--- config.mk ---
export PLATFORM = sky130hd
export DESIGN_NAME = radix_converter_core_flat
export DESIGN_NICKNAME = d
export VERILOG_FILES = /design/src/sv/rc_pkg.sv /design/src/sv/rc_in_if.sv /design/src/sv/rc_out_if.sv /design/src/sv/rc_ram.sv /design/src/sv/rc_front.sv /design/src/sv/rc_queue.sv /design/src/sv/rc_back.sv /design/src/sv/radix_converter_core.sv /design/src/flat_wrapper.sv
export SDC_FILE = /design/constraint.sdc
export NUM_CORES = 1
export LEC_CHECK = 0
export BUFFER_PORTS_ARGS = -buffer_cell sky130_fd_sc_hd__buf_2
export CAP_MARGIN = 10
export CORE_MARGIN = 5
export CORE_UTILIZATION = 56
export DETAILED_ROUTE_END_ITERATION = 16
export PLACE_DENSITY = 0.7
export SETUP_SLACK_MARGIN = 0.15
export SYNTH_ARGS = -nofsm -noshare
export SYNTH_HDL_FRONTEND = slang
export SYNTH_SLANG_ARGS = --single-unit
export TNS_END_PERCENT = 1
--- constraint.sdc ---
create_clock -name i_clk -period 18.5 [get_ports i_clk]
set_clock_uncertainty 0.1 [all_clocks]
set_input_delay 3.7 -clock i_clk [delete_from_list [all_inputs] [get_ports i_clk]]
set_output_delay 3.7 -clock i_clk [all_outputs]
set_load 0.01 [all_outputs]
--- src/sv/rc_pkg.sv ---
// Shared types, constants and helper functions for the radix converter.
package rc_pkg;

    localparam int CHAR_W    = 8;
    localparam int ST_W      = 2;
    localparam int BASE_W    = 5;
    localparam int DIG_W     = 4;
    localparam int DVAL_W    = 5;
    localparam int CFG_IDX_W = 1;
    localparam int Q_DEPTH   = 4;
    localparam int Q_AW      = 2;

    localparam logic [CFG_IDX_W-1:0] CFG_SRC = 1'd0;
    localparam logic [CFG_IDX_W-1:0] CFG_TGT = 1'd1;

    localparam logic [ST_W-1:0] ST_OK  = 2'd0;
    localparam logic [ST_W-1:0] ST_BAD = 2'd1;
    localparam logic [ST_W-1:0] ST_OVF = 2'd2;

    localparam logic [BASE_W-1:0] BASE_MIN   = 5'd2;
    localparam logic [BASE_W-1:0] BASE_MAX   = 5'd16;
    localparam logic [BASE_W-1:0] SRC_RESET  = 5'd5;
    localparam logic [BASE_W-1:0] TGT_RESET  = 5'd2;
    localparam logic [DVAL_W-1:0] DIGIT_NONE = 5'd16;

    localparam logic [CHAR_W-1:0] CH_0   = 8'h30;
    localparam logic [CHAR_W-1:0] CH_9   = 8'h39;
    localparam logic [CHAR_W-1:0] CH_UA  = 8'h41;
    localparam logic [CHAR_W-1:0] CH_UF  = 8'h46;
    localparam logic [CHAR_W-1:0] CH_LA  = 8'h61;
    localparam logic [CHAR_W-1:0] CH_LF  = 8'h66;
    localparam logic [CHAR_W-1:0] CH_TEN = 8'd10;
    localparam logic [CHAR_W-1:0] CH_NUL = 8'h00;

    localparam logic [CHAR_W-1:0] DIGIT_CHARS [16] = '{
        8'h30, 8'h31, 8'h32, 8'h33, 8'h34, 8'h35, 8'h36, 8'h37,
        8'h38, 8'h39, 8'h41, 8'h42, 8'h43, 8'h44, 8'h45, 8'h46
    };

    typedef struct packed {
        logic [DVAL_W-1:0] dval;
        logic              last;
    } t_item;

    function automatic logic [BASE_W-1:0] clamp_base(input logic [BASE_W-1:0] b);
        logic [BASE_W-1:0] r;
        r = b;
        if (b < BASE_MIN) r = BASE_MIN;
        if (b > BASE_MAX) r = BASE_MAX;
        return r;
    endfunction

    function automatic logic [DVAL_W-1:0] char_value(input logic [CHAR_W-1:0] c);
        logic [CHAR_W-1:0] t;
        t = CHAR_W'(0);
        if (c >= CH_0 && c <= CH_9) begin
            t = c - CH_0;
        end else if (c >= CH_UA && c <= CH_UF) begin
            t = c - CH_UA + CH_TEN;
        end else if (c >= CH_LA && c <= CH_LF) begin
            t = c - CH_LA + CH_TEN;
        end else begin
            t = CHAR_W'(DIGIT_NONE);
        end
        return t[DVAL_W-1:0];
    endfunction

    function automatic logic [CHAR_W-1:0] hex_char(input logic [DIG_W-1:0] d);
        return DIGIT_CHARS[d];
    endfunction

endpackage

--- src/sv/rc_in_if.sv ---
// Input channel carrying one digit character word.
interface rc_in_if;
    logic       valid;
    logic       ready;
    logic [7:0] digit_char;
    logic       is_last;

    modport source (output valid, output digit_char, output is_last, input ready);
    modport sink   (input valid, input digit_char, input is_last, output ready);
endinterface

--- src/sv/rc_out_if.sv ---
// Output channel carrying one converted digit or error word.
interface rc_out_if;
    logic       valid;
    logic       ready;
    logic [7:0] out_char;
    logic       out_last;
    logic [1:0] status;

    modport source (output valid, output out_char, output out_last, output status,
                    input ready);
    modport sink   (input valid, input out_char, input out_last, input status,
                    output ready);
endinterface

--- src/sv/rc_ram.sv ---
// Generic single-write, single-read RAM with registered read data.
module rc_ram #(
    parameter int WIDTH = 4,
    parameter int DEPTH = 32
) (
    input  logic                     i_clk,
    input  logic                     i_we,
    input  logic [$clog2(DEPTH)-1:0] i_waddr,
    input  logic [WIDTH-1:0]         i_wdata,
    input  logic [$clog2(DEPTH)-1:0] i_raddr,
    output logic [WIDTH-1:0]         o_rdata
);

    logic [WIDTH-1:0] r_mem [DEPTH];
    logic [WIDTH-1:0] r_rdata;

    always_ff @(posedge i_clk) begin
        if (i_we) begin
            r_mem[i_waddr] <= i_wdata;
        end
        r_rdata <= r_mem[i_raddr];
    end

    assign o_rdata = r_rdata;

endmodule

--- src/sv/rc_front.sv ---
// Front end: accepts digit character words and classifies them into digit values.
module rc_front import rc_pkg::*; (
    rc_in_if.sink  i_in,
    input  logic   i_full,
    output logic   o_push,
    output t_item  o_item
);

    assign i_in.ready  = !i_full;
    assign o_push      = i_in.valid && !i_full;
    assign o_item.dval = char_value(i_in.digit_char);
    assign o_item.last = i_in.is_last;

endmodule

--- src/sv/rc_queue.sv ---
// Short queue of classified digits between the front end and the converter.
module rc_queue import rc_pkg::*; (
    input  logic  i_clk,
    input  logic  i_rst_n,
    input  logic  i_push,
    input  t_item i_item,
    output logic  o_full,
    input  logic  i_pop,
    output logic  o_valid,
    output t_item o_item
);

    t_item           r_entry [Q_DEPTH];
    logic [Q_AW-1:0] r_wptr;
    logic [Q_AW-1:0] r_rptr;
    logic [Q_AW:0]   r_count;
    logic            do_pop;

    assign o_valid = r_count != '0;
    assign o_full  = r_count == (Q_AW+1)'(Q_DEPTH);
    assign o_item  = r_entry[r_rptr];
    assign do_pop  = i_pop && o_valid;

    always_ff @(posedge i_clk) begin
        if (!i_rst_n) begin
            r_wptr  <= '0;
            r_rptr  <= '0;
            r_count <= '0;
        end else begin
            if (i_push) begin
                r_wptr <= r_wptr + Q_AW'(1);
            end
            if (do_pop) begin
                r_rptr <= r_rptr + Q_AW'(1);
            end
            if (i_push && !do_pop) begin
                r_count <= r_count + (Q_AW+1)'(1);
            end else if (!i_push && do_pop) begin
                r_count <= r_count - (Q_AW+1)'(1);
            end
        end
    end

    always_ff @(posedge i_clk) begin
        if (i_push) begin
            r_entry[r_wptr] <= i_item;
        end
    end

endmodule

--- src/sv/rc_back.sv ---
// Back end: accumulates digit values, converts by repeated division and emits words.
module rc_back import rc_pkg::*; #(
    parameter int VALUE_BITS = 32,
    parameter int MAX_DIGITS = 32
) (
    input  logic              i_clk,
    input  logic              i_rst_n,
    input  logic [BASE_W-1:0] i_sb,
    input  logic [BASE_W-1:0] i_tb,
    input  logic              i_q_valid,
    input  t_item             i_q_item,
    output logic              o_q_pop,
    rc_out_if.source          o_out
);

    localparam int PROD_W = VALUE_BITS + BASE_W;
    localparam int SUM_W  = PROD_W + 1;
    localparam int CNT_W  = $clog2(MAX_DIGITS + 1);
    localparam int AW     = $clog2(MAX_DIGITS);
    localparam int BC_W   = $clog2(VALUE_BITS);

    localparam logic [2:0] S_IDLE = 3'd0;
    localparam logic [2:0] S_DIV  = 3'd1;
    localparam logic [2:0] S_RD   = 3'd2;
    localparam logic [2:0] S_EMIT = 3'd3;
    localparam logic [2:0] S_ERR  = 3'd4;

    logic [2:0]            r_state, n_state;
    logic [VALUE_BITS-1:0] r_acc, n_acc;
    logic [ST_W-1:0]       r_err, n_err;
    logic [CNT_W-1:0]      r_cnt, n_cnt;
    logic                  r_out_valid, n_out_valid;
    logic [VALUE_BITS-1:0] r_q, n_q;
    logic [DIG_W-1:0]      r_rem, n_rem;
    logic [BC_W-1:0]       r_bcnt, n_bcnt;
    logic [ST_W-1:0]       r_res_status, n_res_status;
    logic [CHAR_W-1:0]     r_out_char, n_out_char;
    logic                  r_out_last, n_out_last;
    logic [ST_W-1:0]       r_out_status, n_out_status;

    logic [PROD_W-1:0]     prod;
    logic [SUM_W-1:0]      sum;
    logic                  ovf;
    logic [VALUE_BITS-1:0] acc_item;
    logic [ST_W-1:0]       err_item;
    logic [BASE_W-1:0]     rs;
    logic                  ge;
    logic [DIG_W-1:0]      rem_n;
    logic [VALUE_BITS-1:0] q_n;
    logic [CNT_W-1:0]      cnt_inc;
    logic                  out_free;
    logic                  ram_we;
    logic [DIG_W-1:0]      ram_rdata;

    assign prod    = PROD_W'(r_acc) * PROD_W'(i_sb);
    assign sum     = SUM_W'(prod) + SUM_W'(i_q_item.dval);
    assign ovf     = |sum[SUM_W-1:VALUE_BITS];
    assign rs      = {r_rem, r_q[VALUE_BITS-1]};
    assign ge      = rs >= i_tb;
    assign rem_n   = ge ? DIG_W'(rs - i_tb) : rs[DIG_W-1:0];
    assign q_n     = {r_q[VALUE_BITS-2:0], ge};
    assign cnt_inc = r_cnt + CNT_W'(1);
    assign out_free = !r_out_valid || o_out.ready;
    assign o_q_pop = (r_state == S_IDLE) && i_q_valid;
    assign ram_we  = (r_state == S_DIV) && (r_bcnt == '0);

    always_comb begin
        acc_item = r_acc;
        err_item = r_err;
        if (r_err == ST_OK) begin
            if (i_q_item.dval >= i_sb) begin
                err_item = ST_BAD;
            end else if (ovf) begin
                err_item = ST_OVF;
            end else begin
                acc_item = sum[VALUE_BITS-1:0];
            end
        end
    end

    rc_ram #(
        .WIDTH (DIG_W),
        .DEPTH (MAX_DIGITS)
    ) u_digits (
        .i_clk   (i_clk),
        .i_we    (ram_we),
        .i_waddr (r_cnt[AW-1:0]),
        .i_wdata (rem_n),
        .i_raddr (AW'(r_cnt - CNT_W'(1))),
        .o_rdata (ram_rdata)
    );

    always_comb begin
        n_state      = r_state;
        n_acc        = r_acc;
        n_err        = r_err;
        n_cnt        = r_cnt;
        n_q          = r_q;
        n_rem        = r_rem;
        n_bcnt       = r_bcnt;
        n_res_status = r_res_status;
        n_out_valid  = r_out_valid && !o_out.ready;
        n_out_char   = r_out_char;
        n_out_last   = r_out_last;
        n_out_status = r_out_status;
        case (r_state)
            S_IDLE: begin
                if (i_q_valid) begin
                    if (!i_q_item.last) begin
                        n_acc = acc_item;
                        n_err = err_item;
                    end else begin
                        n_acc = '0;
                        n_err = ST_OK;
                        if (err_item != ST_OK) begin
                            n_res_status = err_item;
                            n_state      = S_ERR;
                        end else begin
                            n_q     = acc_item;
                            n_rem   = '0;
                            n_bcnt  = BC_W'(VALUE_BITS - 1);
                            n_cnt   = '0;
                            n_state = S_DIV;
                        end
                    end
                end
            end
            S_DIV: begin
                n_q   = q_n;
                n_rem = rem_n;
                if (r_bcnt == '0) begin
                    n_cnt  = cnt_inc;
                    n_rem  = '0;
                    n_bcnt = BC_W'(VALUE_BITS - 1);
                    if (q_n == '0) begin
                        n_state = S_RD;
                    end else if (cnt_inc >= CNT_W'(MAX_DIGITS)) begin
                        n_res_status = ST_OVF;
                        n_state      = S_ERR;
                    end
                end else begin
                    n_bcnt = r_bcnt - BC_W'(1);
                end
            end
            S_RD: begin
                n_state = S_EMIT;
            end
            S_EMIT: begin
                if (out_free) begin
                    n_out_valid  = 1'b1;
                    n_out_char   = hex_char(ram_rdata);
                    n_out_last   = r_cnt == CNT_W'(1);
                    n_out_status = ST_OK;
                    n_cnt        = r_cnt - CNT_W'(1);
                    n_state      = (r_cnt == CNT_W'(1)) ? S_IDLE : S_RD;
                end
            end
            S_ERR: begin
                if (out_free) begin
                    n_out_valid  = 1'b1;
                    n_out_char   = CH_NUL;
                    n_out_last   = 1'b1;
                    n_out_status = r_res_status;
                    n_state      = S_IDLE;
                end
            end
            default: begin
                n_state = S_IDLE;
            end
        endcase
    end

    always_ff @(posedge i_clk) begin
        if (!i_rst_n) begin
            r_state     <= S_IDLE;
            r_acc       <= '0;
            r_err       <= ST_OK;
            r_cnt       <= '0;
            r_out_valid <= 1'b0;
        end else begin
            r_state     <= n_state;
            r_acc       <= n_acc;
            r_err       <= n_err;
            r_cnt       <= n_cnt;
            r_out_valid <= n_out_valid;
        end
    end

    always_ff @(posedge i_clk) begin
        r_q          <= n_q;
        r_rem        <= n_rem;
        r_bcnt       <= n_bcnt;
        r_res_status <= n_res_status;
        r_out_char   <= n_out_char;
        r_out_last   <= n_out_last;
        r_out_status <= n_out_status;
    end

    assign o_out.valid    = r_out_valid;
    assign o_out.out_char = r_out_char;
    assign o_out.out_last = r_out_last;
    assign o_out.status   = r_out_status;

`ifndef SYNTH
    a_div_cnt_range: assert property (@(posedge i_clk) disable iff (!i_rst_n)
        (r_state == S_DIV) |-> (r_cnt < CNT_W'(MAX_DIGITS)))
        else $error("Digit count out of range during division.");

    a_div_rem_range: assert property (@(posedge i_clk) disable iff (!i_rst_n)
        (r_state == S_DIV) |-> ({1'b0, r_rem} < i_tb))
        else $error("Partial remainder not below the target base.");

    a_emit_nonzero: assert property (@(posedge i_clk) disable iff (!i_rst_n)
        (r_state == S_RD || r_state == S_EMIT) |-> (r_cnt != '0))
        else $error("Emitting with no stored digits.");

    a_number_cleared: assert property (@(posedge i_clk) disable iff (!i_rst_n)
        (r_state == S_ERR || r_state == S_DIV) |-> (r_acc == '0 && r_err == ST_OK))
        else $error("Accumulator not cleared after the final digit.");

    a_error_is_last: assert property (@(posedge i_clk) disable iff (!i_rst_n)
        (r_out_valid && r_out_status != ST_OK) |-> (r_out_last && r_out_char == CH_NUL))
        else $error("Error word is not a single final word.");
`endif

endmodule

--- src/sv/radix_converter_core.sv ---
// Top level of the radix converter: configuration registers, front end, queue and back end.
//
//  Channel   Direction  Word
//  i_in      in         digit_char[7:0], is_last
//  o_out     out        out_char[7:0], out_last, status[1:0]
//  i_cfg_*   in         write of source base (index 0) or target base (index 1)
//
// A digit that is not the last is folded into the accumulator in the back end after queueing.
// A final digit is converted by the bit-serial divider, one output digit at a time,
// then each emitted word is read from the digit store in S_RD and sent in S_EMIT.
// Reset is synchronous and active low; bases return to 5 and 2.
// The four-word queue absorbs input while the divider or output is busy.
module radix_converter_core import rc_pkg::*; #(
    parameter int VALUE_BITS = 32,
    parameter int MAX_DIGITS = 32
) (
    input  logic                 i_clk,
    input  logic                 i_rst_n,
    input  logic                 i_cfg_we,
    input  logic [CFG_IDX_W-1:0] i_cfg_idx,
    input  logic [BASE_W-1:0]    i_cfg_wdata,
    rc_in_if.sink                i_in,
    rc_out_if.source             o_out
);

    logic [BASE_W-1:0] r_src_base;
    logic [BASE_W-1:0] r_tgt_base;
    logic              push;
    logic              full;
    t_item             push_item;
    logic              q_valid;
    logic              q_pop;
    t_item             q_item;

    always_ff @(posedge i_clk) begin
        if (!i_rst_n) begin
            r_src_base <= SRC_RESET;
            r_tgt_base <= TGT_RESET;
        end else if (i_cfg_we) begin
            case (i_cfg_idx)
                CFG_SRC: r_src_base <= i_cfg_wdata;
                CFG_TGT: r_tgt_base <= i_cfg_wdata;
                default: ;
            endcase
        end
    end

    rc_front u_front (
        .i_in   (i_in),
        .i_full (full),
        .o_push (push),
        .o_item (push_item)
    );

    rc_queue u_queue (
        .i_clk   (i_clk),
        .i_rst_n (i_rst_n),
        .i_push  (push),
        .i_item  (push_item),
        .o_full  (full),
        .i_pop   (q_pop),
        .o_valid (q_valid),
        .o_item  (q_item)
    );

    rc_back #(
        .VALUE_BITS (VALUE_BITS),
        .MAX_DIGITS (MAX_DIGITS)
    ) u_back (
        .i_clk     (i_clk),
        .i_rst_n   (i_rst_n),
        .i_sb      (clamp_base(r_src_base)),
        .i_tb      (clamp_base(r_tgt_base)),
        .i_q_valid (q_valid),
        .i_q_item  (q_item),
        .o_q_pop   (q_pop),
        .o_out     (o_out)
    );

endmodule

--- src/flat_wrapper.sv ---
// flat-port wrapper written by rule: the top's interface ports become plain ports
module radix_converter_core_flat import rc_pkg::*;
#(
    parameter int VALUE_BITS = 32,
    parameter int MAX_DIGITS = 32
)
  (i_clk, i_rst_n, i_cfg_we, i_cfg_idx, i_cfg_wdata, i_in_valid, i_in_digit_char, i_in_is_last, i_in_ready, o_out_valid, o_out_out_char, o_out_out_last, o_out_status, o_out_ready);
  rc_in_if i_in_i ();
  rc_out_if o_out_i ();
  input  logic i_clk;
  input  logic i_rst_n;
  input  logic i_cfg_we;
  input  logic [CFG_IDX_W-1:0] i_cfg_idx;
  input  logic [BASE_W-1:0] i_cfg_wdata;
  input wire logic [$bits(i_in_i.valid)-1:0] i_in_valid;
  input wire logic [$bits(i_in_i.digit_char)-1:0] i_in_digit_char;
  input wire logic [$bits(i_in_i.is_last)-1:0] i_in_is_last;
  output wire logic [$bits(i_in_i.ready)-1:0] i_in_ready;
  output wire logic [$bits(o_out_i.valid)-1:0] o_out_valid;
  output wire logic [$bits(o_out_i.out_char)-1:0] o_out_out_char;
  output wire logic [$bits(o_out_i.out_last)-1:0] o_out_out_last;
  output wire logic [$bits(o_out_i.status)-1:0] o_out_status;
  input wire logic [$bits(o_out_i.ready)-1:0] o_out_ready;
  assign i_in_i.valid = i_in_valid;
  assign i_in_i.digit_char = i_in_digit_char;
  assign i_in_i.is_last = i_in_is_last;
  assign i_in_ready = i_in_i.ready;
  assign o_out_valid = o_out_i.valid;
  assign o_out_out_char = o_out_i.out_char;
  assign o_out_out_last = o_out_i.out_last;
  assign o_out_status = o_out_i.status;
  assign o_out_i.ready = o_out_ready;
  radix_converter_core #(.VALUE_BITS(VALUE_BITS), .MAX_DIGITS(MAX_DIGITS)) u_core (.i_clk(i_clk), .i_rst_n(i_rst_n), .i_cfg_we(i_cfg_we), .i_cfg_idx(i_cfg_idx), .i_cfg_wdata(i_cfg_wdata), .i_in(i_in_i), .o_out(o_out_i));
endmodule
==> results of run 1 <==
## worst min path at each step
stage / endpoint / cells past startpoint
global route: u_core.r_tgt_base[4] / 2
CTS: u_core.r_tgt_base[4] / 2
finish: u_core.r_tgt_base[4] / 2
floorplan: u_core.r_tgt_base[4] / 2
detailed placement: u_core.r_tgt_base[4] / 2
global placement: u_core.r_tgt_base[4] / 2
## routing by layer
layer,vias up,GRT usage (%),routed length (um)
li1,6310,-,-
met1,6487,35.1,19200
met2,515,37.9,19900
met3,75,3.36,3070
met4,0,5.90,1200
met5,-,0,0
## tightest hold or removal path, stage by stage (launching register included)
cell	delay, ns
sky130_fd_sc_hd__dfxtp_1	0.31
sky130_fd_sc_hd__nand2_1	0.05
sky130_fd_sc_hd__a21oi_1	0.05
## layout make-up
type | instances | area [um^2] | share of cell area [%]
Clock inverter | 16 | 98.8 | 0.497
Clock buffer | 34 | 702 | 3.53
Timing Repair Buffer | 52 | 313 | 1.57
Multi-Input combinational cell | 1260 | 10000 | 50.5
Inverter | 185 | 694 | 3.49
Tap cell | 442 | 553 | 2.78
Sequential cell | 271 | 7470 | 37.6
## flip-flops by register name (all words and copies together), names as in the netlist, named ones only
| name | count |
|---|---|
| u_core.r_tgt_base | 5 |
| u_core.u_back.r_acc | 32 |
| u_core.u_back.r_err | 2 |
| u_core.r_src_base | 5 |
| u_core.u_back.o_out.out_last | 1 |
| u_core.u_back.r_bcnt | 5 |
| u_core.u_back.r_rem | 4 |
| u_core.u_queue.r_entry | 24 |
| u_core.u_queue.r_wptr | 2 |
| u_core.u_back.r_cnt | 6 |
| u_core.u_back.u_digits.r_mem | 128 |
| u_core.u_back.r_q | 32 |
| u_core.u_queue.r_rptr | 2 |
| u_core.u_back.r_state | 3 |
| u_core.u_back.o_out.valid | 1 |
| u_core.u_back.o_out.status | 2 |
| u_core.u_queue.r_count | 3 |
| u_core.u_back.u_digits.o_rdata | 4 |
| u_core.u_back.o_out.out_char | 6 |
| u_core.u_back.r_res_status | 2 |
## cells in the final DEF (no fill, tap or decap), types with 23 or more instances in the layout
cell type and count:
sky130_fd_sc_hd__inv_1 184, sky130_fd_sc_hd__mux4_2 45, sky130_fd_sc_hd__a21oi_1 66, sky130_fd_sc_hd__fa_1 97, sky130_fd_sc_hd__buf_2 31, sky130_fd_sc_hd__nand2_1 181
sky130_fd_sc_hd__and2_1 158, sky130_fd_sc_hd__o211ai_1 39, sky130_fd_sc_hd__a31oi_1 31, sky130_fd_sc_hd__o21ai_0 52, sky130_fd_sc_hd__ha_1 101, sky130_fd_sc_hd__nand3_1 40
sky130_fd_sc_hd__nor2_1 148, sky130_fd_sc_hd__clkbuf_16 27, sky130_fd_sc_hd__edfxtp_1 204, sky130_fd_sc_hd__dfxtp_1 66, sky130_fd_sc_hd__or4_1 23, sky130_fd_sc_hd__xor2_1 24
## per-stage QoR
step | setup WS (ns) | utilization (%) | instance area [um^2] | std cells
finish | 10.94 | 60.8 | 19900 | 2260
global route | 10.41 | 60.8 | 19900 | 2260
CTS | 11.00 | 60.8 | 19900 | 2260
detailed placement | 11.02 | 58.3 | 19100 | 2210
global placement | 11.12 | 58.3 | 19100 | 2210
floorplan | 12.04 | - | 18600 | 1815
## kinds of logic (layout without fill, tap and decap cells)
kind of cell	after synthesis	in the layout	synth area share, %
multiplexers	63	63	6.47
XOR/XNOR	46	46	2.21
AND/OR/NAND/NOR	655	655	17.4
AO/OA/AOI/OAI	297	297	10.5
buffers and inverters	284	287	6.04
adder cells (fa/ha/maj)	198	198	17.2
flip-flops	271	271	40.2
other	1	1	0.0202
## power groups by stage
stage	combinational (mW)	clock [mW]	sequential (mW)
after global placement	0.553	0	0.858
final	0.571	0.497	0.848
after CTS	0.568	0.506	0.847
after global routing	0.629	0.534	0.856
after detailed placement	0.565	0	0.859
after floorplan	0.398	0	0.846
==> impl_metrics.toml, run 1 <==
[timing]
period_needed_ns = 7.56
final-max-slew-violation-count = 0
fmax_ghz = 0.132
timing_hold_violations_final = 0
layout_worst_path_cycle_share_pct = 40.9
report.final.setup_viol = 0
fin_worst_hold_slack_ns = 0.359
worst_pin_slew_ns = 1.23
slew_headroom_pct = 17.8
setup_tns_ns = 0
unrepaired_setup_endpoints_after_global_routing = "no"

[routing]
drt_pass1_iterations = 6
post-route-drc-count = 0
vias = 13400
routed_wirelength_um = 43400
first_iter_violations = 1207
wl_per_cell_um = 19.2
antenna_left = 0
routed_via_density = 5.92

[cells_and_area]
layout.nets = 2015
n_antenna_cell = 0
layout-drive-gt1-share_pct = 9.35
fillers = 2741
signed_area_change_from_the_synthesized_netlist_to_the_final_layout_pct = 6.87

[floorplan]
floorplan.die.width_um = 192
initial_core_util_pct = 56.9
ios = 33
die_height_um = 192
coreArea_um2 = 32700
row_count = 66
die_area_um2 = 37000

[setup_path]
timing_worst_setup_path_type = "flop to flop"
critical_path_depth = 19
critical-path-max-stage-delay_ns = 0.86
crit_end = "u_core.u_back.r_q[29]"
cpMostUsedCell = "sky130_fd_sc_hd__fa_1"
reg2reg_depth = 19
cp.buffers_inverters = 4
critPathMaxFanout = 41
timing.critical_path.max_delay_family = "compound AO/OA/AOI/OAI gates"
worstPathCellList = "buf_4 > nor2b_2 > buf_4 > and2_1 > fa_1 > fa_1 > inv_1 > fa_1 > inv_1 > ha_1 > a21oi_1 > o211ai_1 > a21oi_1 > o21a_1 > o221a_1 > o211ai_2 > or2_1 > nor4_1 > o21a_2"
cp_data_arrival_time_ns = 7.62
worst-endpoint-required_ns = 18.56
crit_path_end_kind = "flop"
r2r-start = "u_core.r_src_base[4]"
crit_slowest_cell = "sky130_fd_sc_hd__o21a_2"
crit_path_start = "u_core.r_src_base[4]"
r2r_path_end = "u_core.u_back.r_q[29]"
ff2ff_setup_slack_ns = 10.94
worstSetupStartpointType = "flop"

[place]
port-buffer-count = 31
detailedPlacementHpwl_um = 31900
place_congestion = 0.912

[logic_synthesis]
yosys-top-cells-area = "sky130_fd_sc_hd__edfxtp_1 (33%), sky130_fd_sc_hd__fa_1 (10%), sky130_fd_sc_hd__dfxtp_1 (7.2%), sky130_fd_sc_hd__ha_1 (6.8%), sky130_fd_sc_hd__mux4_2 (5.5%)"
syn-cell-area_um2 = 18600
yosysSeqAreaShare_pct = 40.2
ys_ff_latch = 271
synth_top_cells_by_count = "sky130_fd_sc_hd__edfxtp_1 (204), sky130_fd_sc_hd__inv_1 (184), sky130_fd_sc_hd__nand2_1 (181)"
synth.lib_cells_used.distinct = 77
syn_area_per_cell_um2 = 10.2
async_flop_share_pct = 0
synth-main-ff-cell = "sky130_fd_sc_hd__edfxtp_1"
synth_enable_flop_cells = 204
yosysTopAreaCell = "sky130_fd_sc_hd__edfxtp_1"
syn-instance-count = 1815
synth_warnings = 0
post-synth-top-area-fraction_pct = 32.9
synth.net_count = 2033
synthMostInstantiatedCell = "sky130_fd_sc_hd__edfxtp_1"

[cts]
clk_path_buf_depth = 3
postCtsSetupBuffers = 0
cts-root-buf = "sky130_fd_sc_hd__clkbuf_16"
h_tree_levels = 1
cts_clk_pin_slew_worst_paths_ns = 0.06
postCtsResizedCells = 0
numClockSinks = 271
cts-buffers-inserted = 27
clock_latency_on_the_worst_skew_pair_ns = 0.53
ctsHoldBuffers = 0
tritoncts_clock_tree = "yes"

[hold_path]
worstHoldPathType = "flop to flop"
min_from = "u_core.r_tgt_base[4]"

[power_and_ir_drop]
netSwitchingFraction_pct = 34.8
combinationalPowerShare_pct = 29.8
power.switching_mw = 0.667
share_clk_of_total_power_pct = 25.9
totalPowerFinal_mw = 1.92
power.internal_mw = 1.25
vdd_ir_drop_max_mv = 0.0811
seq_power_share_pct = 44.3
p_leak_nw = 7.80
power.density_nw_per_um2 = 96.4

[global_route]
grt_pass1_vias = 13000
grt_pass1_wl_um = 70400
grt_start_max_net_pins = 57
grt_usage_pct = 23.9
remaining_global_route_overflow = 0
initial_antenna_violation_count = 0

[flow_run]
cap_violations = 0

[run_status]
status = "finished clean"
Note: power is estimated with default switching activity, not from simulation.
==> run 2, diff against run 1 <==
clock period = 7 ns   (was 18.5 ns; I/O delays follow)
==> run 2 against run 1 <==
Net effect: clock-buffer cell count stayed put; register-to-register slack got worse by 10 ns; routed wire length rose by 0.92%; critical endpoint is now u_core.u_back.r_q[20].
==> impl_metrics.toml, run 2 (same netlist as run 1, synthesis figures left out) <==
[hold_path]
worstHoldPathType = "flop to flop"
holdPathStages = 2

[global_route]
grt_start_max_net_pins = 57
grt_pass1_wl_um = 71600
remaining_global_route_overflow = 0
grt_pass1_vias = 13500
grt_usage_pct = 24.0
initial_antenna_violation_count = 0

[floorplan]
die_height_um = 192
ios = 33
die_area_um2 = 37000
row_count = 66
initial_core_util_pct = 56.9
coreArea_um2 = 32700
floorplan.die.width_um = 192

[place]
detailedPlacementHpwl_um = 32100
port-buffer-count = 31
placement.setup.worst_slack_ns = 0.397
dpl_cell_area_um2 = 19200
place_congestion = 0.926
dp.cells = 2222

[routing]
vias = 13600
drt_pass1_iterations = 5
first_iter_violations = 1318
routed_wirelength_um = 43800
antenna_left = 0
post-route-drc-count = 0
wl_per_cell_um = 19.2
routed_via_density = 5.97

[run_status]
status = "finished clean"

[cts]
cts-buffers-inserted = 29
cts_clk_pin_slew_worst_paths_ns = 0.06
postCtsSetupBuffers = 0
clk_path_buf_depth = 3
tritoncts_clock_tree = "yes"
cts-root-buf = "sky130_fd_sc_hd__clkbuf_16"
h_tree_levels = 1
ctsHoldBuffers = 0
clock_latency_on_the_worst_skew_pair_ns = 0.54
numClockSinks = 271
postCtsResizedCells = 0

[timing]
fin_worst_hold_slack_ns = 0.359
final-max-slew-violation-count = 0
layout_worst_path_cycle_share_pct = 91.8
setup_tns_ns = 0
worst_pin_slew_ns = 1.02
timing_hold_violations_final = 0
unrepaired_setup_endpoints_after_global_routing = "no"
period_needed_ns = 6.43
fin_ws_ns = 0.572
report.final.setup_viol = 0
fmax_ghz = 0.156
slew_headroom_pct = 32.1

[power_and_ir_drop]
power.density_nw_per_um2 = 269
p_leak_nw = 7.99
vdd_ir_drop_max_mv = 0.286
totalPowerFinal_mw = 5.45

[setup_path]
crit_path_end_kind = "flop"
worstSetupStartpointType = "flop"
reg2reg_depth = 19
critPathMaxFanout = 31
worst-endpoint-required_ns = 7.13
timing_worst_setup_path_type = "flop to flop"
cp_data_arrival_time_ns = 6.56

[cells_and_area]
layout-drive-gt1-share_pct = 10.6
largest_registers = "u_core.u_back.u_digits.r_mem: 128 flops, u_core.u_back.r_acc: 32 flops, u_core.u_back.r_q: 32 flops"
largest_register = "u_core.u_back.u_digits.r_mem"
final_common_cell = "sky130_fd_sc_hd__edfxtp_1"
signed_area_change_from_the_synthesized_netlist_to_the_final_layout_pct = 8.84
finish.utilization_pct = 61.9
finish.instance_area_um2 = 20200
layout.nets = 2029
leading_cell_types_in_the_layout_fill_and_taps_excluded = "sky130_fd_sc_hd__edfxtp_1 (204), sky130_fd_sc_hd__inv_1 (184), sky130_fd_sc_hd__nand2_1 (181), sky130_fd_sc_hd__and2_1 (158), sky130_fd_sc_hd__nor2_1 (148)"
fillers = 2708
final_cells = 2276
n_antenna_cell = 0
largest_register_ffs = 128

[flow_run]
cap_violations = 0
-- run 2: metal layers --
metal	GRT usage (%)	wire, um	up-vias
li1	-	-	6344
met3	3.47	3400	58
met2	38.2	20200	523
met5	0	0	-
met1	36.0	19600	6664
met4	3.51	636	0
-- run 2: final cells by class --
cell class	count	area [um^2]	area share [%]
multi-input cells	1260	10100	49.7
flip-flops and latches	271	7470	36.9
well taps	442	553	2.73
inverters	185	694	3.43
clock buffers	34	754	3.73
repair buffers	64	415	2.05
clock inverters	20	292	1.44
-- run 2: worst paths after layout --
path                            to  slack, ns                  from
min reg2reg   u_core.r_tgt_base[4]       0.36  u_core.r_tgt_base[4]
max reg2reg  u_core.u_back.r_q[20]       0.57  u_core.r_src_base[2]
min           u_core.r_tgt_base[4]       0.36  u_core.r_tgt_base[4]
max          u_core.u_back.r_q[20]       0.57  u_core.r_src_base[2]
-- run 2: report_power, final --
| part | leakage (nW) | switching, mW | internal (mW) |
|---|---|---|---|
| Combinational | 5.10 | 1.05 | 0.504 |
| Clock | 0.506 | 0.631 | 1.03 |
| Sequential | 2.39 | 0.118 | 2.12 |
-- run 2: worst max-delay path, stage by stage (launching register included) --
cell and delay (ns):
sky130_fd_sc_hd__dfxtp_1 0.38, sky130_fd_sc_hd__nor2b_4 0.38, sky130_fd_sc_hd__buf_4 0.31, sky130_fd_sc_hd__and2_1 0.18, sky130_fd_sc_hd__fa_1 0.44, sky130_fd_sc_hd__fa_1 0.55
sky130_fd_sc_hd__inv_1 0.05, sky130_fd_sc_hd__fa_1 0.53, sky130_fd_sc_hd__inv_1 0.05, sky130_fd_sc_hd__ha_1 0.50, sky130_fd_sc_hd__nand4_1 0.21, sky130_fd_sc_hd__nor4_2 0.48
sky130_fd_sc_hd__nand3_1 0.27, sky130_fd_sc_hd__nand2_1 0.16, sky130_fd_sc_hd__mux2i_1 0.22, sky130_fd_sc_hd__o211ai_2 0.14, sky130_fd_sc_hd__or2_1 0.26, sky130_fd_sc_hd__nor4_1 0.23
sky130_fd_sc_hd__o21a_2 0.37, sky130_fd_sc_hd__buf_12 0.26
==> run 3, diff against run 2 <==
SYNTH_HIERARCHICAL = 1   (was default)
==> run 3 against run 2 <==
Net effect: sequential power down 7%; core utilization down 0.78 points; global-route usage shrank 1.3 points; fmax is 0.71% lower; synthesized cell count decreased by 6.9%; largest power group unchanged; clock power down 13%; via count down 6.4%; critical path depth up 1; first-iteration DRC count is 17% lower; sequential share of layout area up 0.75 points.
==> impl_metrics.toml, run 3 <==
[logic_synthesis]
post_synth_mux_area_share_pct = 6.66
ys_ff_latch = 271
synthMostInstantiatedCell = "sky130_fd_sc_hd__edfxtp_1"
post_synth_xor_area_fraction_pct = 2.10
async_flop_share_pct = 0
syn_area_per_cell_um2 = 10.9
synth_enable_flop_cells = 204
synth_compound_area_share_pct = 10.7
synth_top_cells_by_count = "sky130_fd_sc_hd__edfxtp_1 (204), sky130_fd_sc_hd__inv_1 (193), sky130_fd_sc_hd__and2_1 (171)"
yosysTopAreaCell = "sky130_fd_sc_hd__edfxtp_1"
synth_top_family_by_area = "adder cells"
post-synth-top-area-fraction_pct = 33.3
synth_adder_area_share_pct = 17.3
synth-main-ff-cell = "sky130_fd_sc_hd__edfxtp_1"
yosys-top-cells-area = "sky130_fd_sc_hd__edfxtp_1 (33%), sky130_fd_sc_hd__fa_1 (11%), sky130_fd_sc_hd__dfxtp_1 (7.3%), sky130_fd_sc_hd__ha_1 (6.7%), sky130_fd_sc_hd__and2_1 (5.8%)"
synth.net_count = 1905
synth-simple-area-share_pct = 16.4
syn-cell-area_um2 = 18400
synth.lib_cells_used.distinct = 76
synth_warnings = 6
yosysSeqAreaShare_pct = 40.6
syn-instance-count = 1689

[global_route]
remaining_global_route_overflow = 0
grt_start_max_net_pins = 55
grt_usage_pct = 22.7
grt_pass1_vias = 12700
grt_pass1_wl_um = 67700
initial_antenna_violation_count = 0

[cts]
numClockSinks = 271
cts_clk_pin_slew_worst_paths_ns = 0.07
ctsHoldBuffers = 0
cts-buffers-inserted = 26
h_tree_levels = 1
cts-root-buf = "sky130_fd_sc_hd__clkbuf_16"
tritoncts_clock_tree = "yes"
clock_latency_on_the_worst_skew_pair_ns = 0.53
postCtsSetupBuffers = 0
postCtsResizedCells = 0
clk_path_buf_depth = 3

[setup_path]
ff2ff_setup_slack_ns = 0.53
r2r_path_end = "u_core/u_back/r_q[19]"
reg2reg_depth = 20
timing.critical_path.max_delay_family = "adder cells"
cp.buffers_inverters = 5
r2r-start = "u_core/r_src_base[4]"
timing_worst_setup_path_type = "flop to flop"
crit_path_end_kind = "flop"
critical-path-max-stage-delay_ns = 0.76
crit_slowest_cell = "sky130_fd_sc_hd__or4b_4"
cpMostUsedCell = "sky130_fd_sc_hd__buf_4"
worst-endpoint-required_ns = 7.12
worstPathCellList = "buf_4 > nor2_1 > buf_4 > and2_1 > ha_1 > fa_1 > inv_1 > fa_1 > inv_1 > ha_1 > nand4_1 > o211ai_1 > a211oi_1 > a21oi_1 > o21ai_0 > nor3_1 > or4b_4 > nor3_1 > o21a_2 > buf_4"
crit_path_start = "u_core/r_src_base[4]"
critPathMaxFanout = 34
worstSetupStartpointType = "flop"
cp_data_arrival_time_ns = 6.59

[floorplan]
ios = 33
row_count = 66
die_height_um = 191
coreArea_um2 = 32500
floorplan.die.width_um = 191
initial_core_util_pct = 56.7
die_area_um2 = 36600

[place]
place_congestion = 0.958
dp.cells = 2099
port-buffer-count = 31
detailedPlacementHpwl_um = 29300

[routing]
first_iter_violations = 1095
post-route-drc-count = 0
wl_per_cell_um = 19.0
antenna_left = 0
drt_pass1_iterations = 5
vias = 12700
routed_wirelength_um = 40800
routed_via_density = 5.92

[timing]
final-max-slew-violation-count = 0
period_needed_ns = 6.47
timing_hold_violations_final = 0
slew_headroom_pct = 28.0
setup_tns_ns = 0
report.final.setup_viol = 0
layout_worst_path_cycle_share_pct = 92.5
worst_pin_slew_ns = 1.08
fmax_ghz = 0.154
unrepaired_setup_endpoints_after_global_routing = "no"

[hold_path]
min_from = "u_core/r_tgt_base[0]"
worstHoldPathType = "flop to flop"
holdPathStages = 2
worst_hold_path.endpoint = "u_core/r_tgt_base[0]"

[cells_and_area]
layout-drive-gt1-share_pct = 11.9
largest_registers = "u_core/u_back/u_digits/r_mem: 128 flops, u_core/u_back/r_acc: 32 flops, u_core/u_back/r_q: 32 flops"
signed_area_change_from_the_synthesized_netlist_to_the_final_layout_pct = 7.83
layout.nets = 1901
largest_register = "u_core/u_back/u_digits/r_mem"
final_common_cell = "sky130_fd_sc_hd__edfxtp_1"
n_antenna_cell = 0
largest_register_ffs = 128
leading_cell_types_in_the_layout_fill_and_taps_excluded = "sky130_fd_sc_hd__edfxtp_1 (204), sky130_fd_sc_hd__inv_1 (192), sky130_fd_sc_hd__and2_1 (171), sky130_fd_sc_hd__nand2_1 (128), sky130_fd_sc_hd__ha_1 (99)"
final_cells = 2147

[power_and_ir_drop]
p_leak_nw = 7.94
power.density_nw_per_um2 = 223
vdd_ir_drop_max_mv = 0.188

[run_status]
status = "finished clean"

[flow_run]
cap_violations = 0
run 3: where the power goes:
part	internal, mW	leakage [nW]	total, mW	switching [mW]
sequential	2.00	2.38	2.08	0.0845
clock	0.839	0.443	1.45	0.606
combinational	0.291	5.12	0.888	0.597
total	3.13	7.94	4.42	1.29
run 3: how the worst max path moves through the flow:
stage	endpoint	cells past startpoint
3_5_place_dp	u_core/u_back/r_q[26]	20
3_3_place_gp	u_core/u_back/r_q[26]	20
2_1_floorplan	u_core/u_back/r_bcnt[0]	19
5_1_grt	u_core/u_back/r_q[17]	20
4_1_cts	u_core/u_back/r_q[17]	20
6_report	u_core/u_back/r_q[19]	20
run 3: cells by family (layout without fill, tap and decap cells):
logic type | Yosys count | count (layout)
compound gates | 266 | 266
xor+xnor | 44 | 44
fa+ha+maj | 196 | 196
buf+inv | 282 | 298
flops | 271 | 271
mux | 64 | 64
other cells | 1 | 1
simple gates | 565 | 565
run 3: metrics by stage:
step	power, mW	hold WS, ns	setup slack [ns]	area (um^2)	utilization (%)
2_1_floorplan	2.72	0.329	0.363	18400	-
3_3_place_gp	2.98	0.354	0.570	18900	58.4
3_5_place_dp	3.01	0.354	0.475	18900	58.4
4_1_cts	4.45	0.371	0.428	19800	61.1
5_1_grt	4.65	0.393	0.178	19800	61.1
6_report	4.42	0.371	0.526	19800	61.1
run 3: per-layer routing:
| layer | vias to the layer above | GRT usage, % | wire length, um |
|---|---|---|---|
| li1 | 5940 | - | - |
| met1 | 6297 | 32.4 | 17800 |
| met2 | 403 | 37.5 | 19600 |
| met3 | 80 | 2.85 | 2360 |
| met4 | 0 | 5.44 | 1080 |
| met5 | - | 0 | 0 |
run 3: final cells by class:
class | count | area, um^2
Sequential cell | 271 | 7470
Multi-Input combinational cell | 1136 | 9840
Fill cell | 2673 | 12600
Clock inverter | 13 | 136
Clock buffer | 35 | 757
Timing Repair Buffer | 57 | 350
Inverter | 193 | 724
Tap cell | 442 | 553
run 3: tightest hold or removal path, stage by stage (launching register included):
cell and delay (ns):
sky130_fd_sc_hd__dfxtp_1 0.32, sky130_fd_sc_hd__nand2_1 0.06, sky130_fd_sc_hd__o21ai_1 0.05
